File: config.mk
export PLATFORM = sky130hd
export DESIGN_NAME = compass_heading_sector_core
export DESIGN_NICKNAME = d
export VERILOG_FILES = /design/src/rtl/chs_pkg.sv /design/src/rtl/compass_heading_sector_core.sv /design/src/rtl/chs_cordic.sv
export SDC_FILE = /design/constraint.sdc
export NUM_CORES = 2
export LEC_CHECK = 0
export ABC_CLOCK_PERIOD_IN_PS = 6700
export BUFFER_PORTS_ARGS = -buffer_cell sky130_fd_sc_hd__buf_2
export CORE_ASPECT_RATIO = 0.8
export CORE_MARGIN = 10
export CORE_UTILIZATION = 33
export DETAILED_ROUTE_END_ITERATION = 16
export PLACE_DENSITY_LB_ADDON = 0.08
export SYNTH_ARGS = -nofsm -noshare
export SYNTH_HDL_FRONTEND = slang
export SYNTH_SLANG_ARGS = --single-unit
File: constraint.sdc
create_clock -name clk_i -period 6.7 [get_ports clk_i]
set_clock_uncertainty 0.2 [all_clocks]
set_input_delay 1.675 -clock clk_i [delete_from_list [all_inputs] [get_ports clk_i]]
set_output_delay 1.675 -clock clk_i [all_outputs]
set_load 0.03 [all_outputs]
File: src/rtl/chs_pkg.sv
// Package for the compass heading sector block: widths, arctangent table,
// axis and sector codes, the CORDIC pipeline payload and the sector decoder.
// No dependencies.
`default_nettype none

package chs_pkg;

  localparam int SAMPLE_BITS   = 13;
  localparam int CORDIC_STAGES = 16;
  localparam int TABLE_LEN     = 24;
  localparam int NSTG          = (CORDIC_STAGES < TABLE_LEN) ? CORDIC_STAGES : TABLE_LEN;

  localparam int XY_W    = SAMPLE_BITS + 4;
  localparam int ACC_W   = 25;
  localparam int HEAD_W  = 15;
  localparam int WRAP_W  = 18;
  localparam int RAW_SHIFT = 10;

  localparam int DEG         = 64;
  localparam int FULL_CIRCLE = 360 * DEG;

  localparam logic signed [ACC_W-1:0] ACC_90   = ACC_W'(90 * 65536);
  localparam logic signed [ACC_W-1:0] ACC_HALF = ACC_W'(512);

  localparam logic signed [WRAP_W-1:0] TWO_CIRCLE_S = WRAP_W'(2 * FULL_CIRCLE);
  localparam logic [WRAP_W-2:0] ONE_CIRCLE_U = (WRAP_W-1)'(FULL_CIRCLE);
  localparam logic [WRAP_W-2:0] TWO_CIRCLE_U = (WRAP_W-1)'(2 * FULL_CIRCLE);

  localparam logic [HEAD_W-1:0] B_N_HI  = HEAD_W'(345 * DEG);
  localparam logic [HEAD_W-1:0] B_N_LO  = HEAD_W'(15 * DEG);
  localparam logic [HEAD_W-1:0] B_NE    = HEAD_W'(75 * DEG);
  localparam logic [HEAD_W-1:0] B_E     = HEAD_W'(105 * DEG);
  localparam logic [HEAD_W-1:0] B_SE    = HEAD_W'(165 * DEG);
  localparam logic [HEAD_W-1:0] B_S     = HEAD_W'(195 * DEG);
  localparam logic [HEAD_W-1:0] B_SW    = HEAD_W'(255 * DEG);
  localparam logic [HEAD_W-1:0] B_W     = HEAD_W'(285 * DEG);

  localparam logic signed [ACC_W-1:0] ATAN_TAB [TABLE_LEN] = '{
    ACC_W'(2949120), ACC_W'(1740967), ACC_W'(919879), ACC_W'(466945),
    ACC_W'(234379),  ACC_W'(117304),  ACC_W'(58666),  ACC_W'(29335),
    ACC_W'(14668),   ACC_W'(7334),    ACC_W'(3667),   ACC_W'(1833),
    ACC_W'(917),     ACC_W'(458),     ACC_W'(229),    ACC_W'(115),
    ACC_W'(57),      ACC_W'(29),      ACC_W'(14),     ACC_W'(7),
    ACC_W'(4),       ACC_W'(2),       ACC_W'(1),      ACC_W'(0)
  };

  typedef enum logic [1:0] {
    AXIS_X    = 2'd0,
    AXIS_Y    = 2'd1,
    AXIS_Z    = 2'd2,
    AXIS_NONE = 2'd3
  } axis_e;

  typedef enum logic [2:0] {
    SEC_N  = 3'd0,
    SEC_NE = 3'd1,
    SEC_E  = 3'd2,
    SEC_SE = 3'd3,
    SEC_S  = 3'd4,
    SEC_SW = 3'd5,
    SEC_W  = 3'd6,
    SEC_NW = 3'd7
  } sector_e;

  typedef struct packed {
    logic signed [XY_W-1:0]  x;
    logic signed [XY_W-1:0]  y;
    logic signed [ACC_W-1:0] acc;
    logic                    zero;
    logic                    bad;
  } cordic_t;

  function automatic sector_e sector_of(input logic [HEAD_W-1:0] h);
    sector_e s;
    priority if (h >= B_N_HI || h < B_N_LO) s = SEC_N;
    else if (h < B_NE) s = SEC_NE;
    else if (h < B_E)  s = SEC_E;
    else if (h < B_SE) s = SEC_SE;
    else if (h <= B_S)  s = SEC_S;
    else if (h <= B_SW) s = SEC_SW;
    else if (h <= B_W)  s = SEC_W;
    else s = SEC_NW;
    return s;
  endfunction

endpackage

`default_nettype wire

File: src/rtl/compass_heading_sector_core.sv
// Top level of the compass heading sector block: axis select and pre-rotation,
// the CORDIC pipeline, declination subtract, wrap and sector decode.
// Depends on chs_pkg and chs_cordic.
`default_nettype none

// The block takes one magnetometer sample per clock cycle while in_stall_o is
// low and returns its heading and compass sector through one front stage, one
// stage per CORDIC rotation (sixteen), and three back stages. Every stage
// carries its own valid bit, so a stalled output only holds the pipeline once
// all stages in front of it are occupied. The declination register is read by
// the first back stage and should be written while no transaction is in flight.
module compass_heading_sector_core import chs_pkg::*; (
  input  wire logic                          clk_i,
  input  wire logic                          rst_ni,
  input  wire logic                          cfg_we_i,
  input  wire logic [HEAD_W-1:0]             cfg_wdata_i,
  input  wire logic                          in_valid_i,
  output logic                               in_stall_o,
  input  wire logic signed [SAMPLE_BITS-1:0] field_x_i,
  input  wire logic signed [SAMPLE_BITS-1:0] field_y_i,
  input  wire logic signed [SAMPLE_BITS-1:0] field_z_i,
  input  wire logic [1:0]                    rotation_axis_i,
  output logic                               out_valid_o,
  input  wire logic                          out_stall_i,
  output logic [HEAD_W-1:0]                  heading_o,
  output logic [2:0]                         compass_sector_o,
  output logic                               bad_axis_o
);

  logic [HEAD_W-1:0] heading_offset_q;

  always_ff @(posedge clk_i or negedge rst_ni) begin
    if (!rst_ni) begin
      heading_offset_q <= HEAD_W'(30 * DEG);
    end else if (cfg_we_i) begin
      heading_offset_q <= cfg_wdata_i;
    end
  end

  logic adv_f, adv_p1, adv_p2, adv_o;
  logic cordic_in_stall, cordic_valid;
  cordic_t cordic_out;

  logic    f_valid_q;
  cordic_t f_q, f_d;
  logic signed [XY_W-1:0] num, den;
  logic axis_bad;

  always_comb begin
    axis_bad = 1'b0;
    unique case (axis_e'(rotation_axis_i))
      AXIS_X: begin
        num = XY_W'(field_y_i);
        den = XY_W'(field_z_i);
      end
      AXIS_Y: begin
        num = XY_W'(field_x_i);
        den = XY_W'(field_z_i);
      end
      AXIS_Z: begin
        num = XY_W'(field_x_i);
        den = XY_W'(field_y_i);
      end
      default: begin
        num      = '0;
        den      = '0;
        axis_bad = 1'b1;
      end
    endcase
  end

  always_comb begin
    f_d.bad  = axis_bad;
    f_d.zero = (num == '0) && (den == '0);
    if (den[XY_W-1]) begin
      if (!num[XY_W-1]) begin
        f_d.x   = num;
        f_d.y   = -den;
        f_d.acc = ACC_90;
      end else begin
        f_d.x   = -num;
        f_d.y   = den;
        f_d.acc = -ACC_90;
      end
    end else begin
      f_d.x   = den;
      f_d.y   = num;
      f_d.acc = '0;
    end
  end

  assign adv_f      = !f_valid_q || !cordic_in_stall;
  assign in_stall_o = !adv_f;

  always_ff @(posedge clk_i or negedge rst_ni) begin
    if (!rst_ni) begin
      f_valid_q <= 1'b0;
    end else if (adv_f) begin
      f_valid_q <= in_valid_i;
    end
  end

  always_ff @(posedge clk_i) begin
    if (adv_f && in_valid_i) begin
      f_q <= f_d;
    end
  end

  chs_cordic u_cordic (
    .clk_i       (clk_i),
    .rst_ni      (rst_ni),
    .in_valid_i  (f_valid_q),
    .in_data_i   (f_q),
    .in_stall_o  (cordic_in_stall),
    .out_valid_o (cordic_valid),
    .out_data_o  (cordic_out),
    .out_stall_i (!adv_p1)
  );

  logic                     p1_valid_q;
  logic [WRAP_W-2:0]        p1_v_q;
  logic                     p1_bad_q;
  logic signed [ACC_W-1:0]  acc_rnd;
  logic signed [WRAP_W-1:0] raw;
  logic signed [WRAP_W-1:0] v_d;

  assign acc_rnd = cordic_out.acc + ACC_HALF;
  assign raw     = cordic_out.zero ? '0 : WRAP_W'(acc_rnd >>> RAW_SHIFT);
  assign v_d     = raw - $signed({{(WRAP_W - HEAD_W){1'b0}}, heading_offset_q}) + TWO_CIRCLE_S;

  assign adv_p1 = !p1_valid_q || adv_p2;

  always_ff @(posedge clk_i or negedge rst_ni) begin
    if (!rst_ni) begin
      p1_valid_q <= 1'b0;
    end else if (adv_p1) begin
      p1_valid_q <= cordic_valid;
    end
  end

  always_ff @(posedge clk_i) begin
    if (adv_p1 && cordic_valid) begin
      p1_v_q   <= v_d[WRAP_W-2:0];
      p1_bad_q <= cordic_out.bad;
    end
  end

  logic              p2_valid_q;
  logic [HEAD_W-1:0] p2_h_q;
  logic              p2_bad_q;
  logic [WRAP_W-2:0] h_wide;

  always_comb begin
    priority if (p1_v_q >= TWO_CIRCLE_U) h_wide = p1_v_q - TWO_CIRCLE_U;
    else if (p1_v_q >= ONE_CIRCLE_U) h_wide = p1_v_q - ONE_CIRCLE_U;
    else h_wide = p1_v_q;
  end

  assign adv_p2 = !p2_valid_q || adv_o;

  always_ff @(posedge clk_i or negedge rst_ni) begin
    if (!rst_ni) begin
      p2_valid_q <= 1'b0;
    end else if (adv_p2) begin
      p2_valid_q <= p1_valid_q;
    end
  end

  always_ff @(posedge clk_i) begin
    if (adv_p2 && p1_valid_q) begin
      p2_h_q   <= h_wide[HEAD_W-1:0];
      p2_bad_q <= p1_bad_q;
    end
  end

  logic              out_valid_q;
  logic [HEAD_W-1:0] heading_q;
  sector_e           sector_q;
  logic              bad_q;

  assign adv_o = !out_valid_q || !out_stall_i;

  always_ff @(posedge clk_i or negedge rst_ni) begin
    if (!rst_ni) begin
      out_valid_q <= 1'b0;
    end else if (adv_o) begin
      out_valid_q <= p2_valid_q;
    end
  end

  always_ff @(posedge clk_i) begin
    if (adv_o && p2_valid_q) begin
      heading_q <= p2_bad_q ? '0 : p2_h_q;
      sector_q  <= p2_bad_q ? SEC_N : sector_of(p2_h_q);
      bad_q     <= p2_bad_q;
    end
  end

  assign out_valid_o      = out_valid_q;
  assign heading_o        = heading_q;
  assign compass_sector_o = sector_q;
  assign bad_axis_o       = bad_q;

endmodule

`default_nettype wire

File: src/rtl/chs_cordic.sv
// Vectoring CORDIC pipeline with one register stage per rotation.
// Each stage holds its own valid bit and advances whenever the stage after it
// can take a transaction. Depends on chs_pkg.
`default_nettype none

module chs_cordic import chs_pkg::*; (
  input  wire logic    clk_i,
  input  wire logic    rst_ni,
  input  wire logic    in_valid_i,
  input  wire cordic_t in_data_i,
  output logic         in_stall_o,
  output logic         out_valid_o,
  output cordic_t      out_data_o,
  input  wire logic    out_stall_i
);

  logic [NSTG-1:0] valid_q;
  logic [NSTG-1:0] adv;
  cordic_t         data_q [NSTG];

  for (genvar k = 0; k < NSTG; k++) begin : g_stage
    logic    src_valid;
    cordic_t src;
    cordic_t rot_d;
    logic signed [XY_W-1:0] xs;
    logic signed [XY_W-1:0] ys;

    if (k == 0) begin : g_first
      assign src_valid = in_valid_i;
      assign src       = in_data_i;
    end else begin : g_next
      assign src_valid = valid_q[k-1];
      assign src       = data_q[k-1];
    end

    if (k == NSTG - 1) begin : g_last
      assign adv[k] = !valid_q[k] || !out_stall_i;
    end else begin : g_mid
      assign adv[k] = !valid_q[k] || adv[k+1];
    end

    assign xs = src.x >>> k;
    assign ys = src.y >>> k;

    always_comb begin
      rot_d = src;
      if (!src.y[XY_W-1]) begin
        rot_d.x   = src.x + ys;
        rot_d.y   = src.y - xs;
        rot_d.acc = src.acc + ATAN_TAB[k];
      end else begin
        rot_d.x   = src.x - ys;
        rot_d.y   = src.y + xs;
        rot_d.acc = src.acc - ATAN_TAB[k];
      end
    end

    always_ff @(posedge clk_i or negedge rst_ni) begin
      if (!rst_ni) begin
        valid_q[k] <= 1'b0;
      end else if (adv[k]) begin
        valid_q[k] <= src_valid;
      end
    end

    always_ff @(posedge clk_i) begin
      if (adv[k] && src_valid) begin
        data_q[k] <= rot_d;
      end
    end
  end

  assign in_stall_o  = !adv[0];
  assign out_valid_o = valid_q[NSTG-1];
  assign out_data_o  = data_q[NSTG-1];

endmodule

`default_nettype wire
==> results by group <==
Run status
  – Status: finished clean

Floorplanning
  – Die Y: 440.7 µm
  – Core Rows: 154
  – Die width: 545.9 µm
  – Starting Density: 33.15%
  – Die footprint: 240600 µm²
  – Core area: 220200 µm²
  – IO Pins: 82

Worst setup path
  – Worst Path Arrival: 4.16 ns
  – Crit-path cells: buf_2 > nand4_1 > nor2_1 > nand3_1 > nor3_1 > buf_4 > nand3_1 > nor3_1 > buf_4 > nand4_1 > inv_1 > buf_2
  – CP Launch Type: primary input
  – Worst setup EP type: output port
  – Critical path required time: 4.83 ns
  – CP max FO: 6
  – Slowest cell on the critical path: nor2_1
  – Slowest stage delay, CP: 0.49 ns
  – Crit path kind: primary input to output port

Drt
  – Drt via density: 5.046
  – Vias: 52.87k
  – DRT iter0 DRCs: 2990
  – Post-Route WL: 178.4 mm
  – Post-route ant nets: 0
  – Total iterations of the first detailed-routing run: 5
  – Routed WL per cell: 17.02 µm
  – # DRC: 0

Finish
  – Nets@finish: 8407
  – Final core occ: 36.84%
  – Finished Layout Cells: 10.48k
  – Ratio of cells with drive above 1 in the final layout: 5.644%
  – Area grow syn2layout: 11.13%

Synthesis
  – Syn. warnings: 0
  – Syn avg cell area: 10.05 µm²
  – Register bit count reported by yosys: 965
  – Synthesized cell area: 73020 µm²
  – Fraction of registers with async set/reset: 3.627%
  – Distinct cell type count after synthesis: 93
  – Seq/Total Area, Yosys: 39.45%
  – Area leader, netlist: edfxtp_1
  – Most area-consuming cells after synthesis: edfxtp_1, ha_1, xnor2_1
  – Post-Syn Instances: 7268
  – Most common cell in the netlist: edfxtp_1
  – Synth cell count leaders: edfxtp_1, ha_1, a21oi_1
  – Post-synth top flop: edfxtp_1
  – Post-synth EDFFs: 930
  – Post-synth top area share: 38.25%

STA
  – Slew of the pin with the lowest slew margin: 1.139 ns
  – Slew margin rel.: 23.59%
  – Final TNS setup: 0 ns
  – Final slew viol count: 0
  – RSZ-0062 raised after global routing: false
  – Final Hold Fails: 0
  – Final setup viols: 0
  – Max Fclk: 165.8 MHz
  – Hold slack final: 0.2147 ns
  – Min cycle time layout: 6.033 ns
  – Period utilization: 90.04%

Clocking
  – Clock transition at path regs: 0.06 ns
  – CTS Sinks: 965
  – Clock buffer depth: 3
  – TritonCTS clock tree: done
  – Root buf cell: clkbuf_16
  – Post-CTS sizing: 0
  – Setup bufs post-CTS: 0
  – Worst-Skew Late Latency: 0.75 ns
  – H-tree levels: 3
  – # hold bufs at CTS: 0
  – CTS Buf Count: 113

Worst hold path
  – Hold WC Path Type: register to register

Placed design
  – Final Wtd Congestion: 0.8615
  – # port buffers: 81
  – DPL Wire Length: 139.8 mm
  – Dpl cells: 10.26k

Global route
  – Gr usage total: 14.34%
  – GRT Residual Overflow: 0
  – Initial antenna violation count: 3
  – First-pass GRT wire length: 284.4 mm
  – Largest net degree at the start of global routing: 61
  – Vias in the first global route: 50.91k

Job
  – Max Cap Violations: 0
per-stage QoR:
stage                     worst slack [ns]  instance area (µm²)
final                               0.6672                81150
after global routing                0.3206                81150
after CTS                           0.5937                81140
after detailed placement            0.6244                77150
after global placement              0.5733                77150
after floorplan                     0.8437                73030
critical path, delay by kind of cell:
family,cells,cell delay [ns]
simple gates,7,1.71
buf+inv,5,0.77
metal layers:
metal	up-vias	track usage, %	routed length (µm)
li1	27160	-	-
met1	24920	21.81	95800
met4	2	2.620	2822
met2	619	21.64	74090
met5	-	0	13
met3	178	2.044	5631
layout make-up:
type | instances | area [µm²]
fill | 21900 | 139100
multi-input combinational | 5714 | 42060
sequential | 965 | 28810
tap | 2964 | 3709
clock buffer | 134 | 2970
inverter | 501 | 1881
clock inverter | 78 | 1020
timing repair buffer | 120 | 698.2
antenna | 1 | 2.502
kinds of logic (layout without fill, tap and decap cells):
| logic type | count (synthesis) | in the layout | synth area share, % |
|---|---|---|---|
| DFF | 965 | 965 | 39.45 |
| xor gates and xnor gates | 860 | 860 | 10.32 |
| and+or+nand+nor | 1978 | 1978 | 13.30 |
| adders and majority gates | 931 | 931 | 16.36 |
| AOI/OAI and AO/OA | 1880 | 1880 | 16.62 |
| other | 1 | 4 | 0.005136 |
| muxes | 62 | 62 | 0.8945 |
| buffers and inverters | 591 | 833 | 3.052 |
final timing paths:
| path | start | to | slack [ns] | depth (start not counted) |
|---|---|---|---|---|
| worst max register to register | u_cordic.data_q[0][32] | u_cordic.data_q[0][121] | 1.92 | 13 |
| min in group asynchronous | rst_ni | heading_offset_q[0] | 0.77 | 2 |
| max in group asynchronous | rst_ni | f_valid_q | 5.04 | 2 |
| worst min-delay path | u_cordic.data_q[1][427] | p1_bad_q | 0.21 | 0 |
| worst max-delay path | out_stall_i | in_stall_o | 0.67 | 12 |
| worst min register to register | u_cordic.data_q[1][427] | p1_bad_q | 0.21 | 0 |
flip-flops by register name, summed over array words and instances (netlist names):
signal and flops:
compass_sector_o 3, u_cordic.data_q 840, p1_bad_q 1, heading_o 15, f_q 37, p1_valid_q 1, u_cordic.g_stage.src_valid 15, p1_v_q 17
p2_valid_q 1, p2_bad_q 1, f_valid_q 1, u_cordic.out_valid_o 1, bad_axis_o 1, out_valid_o 1, heading_offset_q 15, p2_h_q 15
cell usage in the layout (no fill, tap or decap), types with 19 or more instances in the layout:
cell type  Yosys  routed
or2_2         28      28
o21a_1        69      69
o21ai_0      317     317
a221oi_1      21      21
nor2b_1      101      98
a21o_1       214     214
nor2_1       564     563
mux2i_1       36      36
o21bai_1     140     140
buf_2          2      81
o211ai_1      30      30
a21boi_0      35      33
mux2_2        26      26
and2_1        44      38
a21oi_1      627     627
buf_4          0      39
nand4_1       43      43
nor4_1        60      60
nand2_1      378     378
clkbuf_16      0     116
nand3_1      150     150
xnor2_1      596     596
nor3_1       238     238
xor2_1       264     264
o31ai_1       22      22
a22oi_1       24      24
ha_1         891     891
inv_1        496     496
dfrtp_1       31      31
a31oi_1       73      72
and3_1       112     112
nand2b_1      79      79
bufinv_16      0      23
fa_1          40      40
or3_1         89      89
clkinv_1       3      27
nor3b_1       28      28
edfxtp_1     930     930
a211oi_1      70      70
a211o_1       19      19
Power is not shown: default switching activity piles up to over one toggle a cycle in this logic, so the estimate is an artifact.
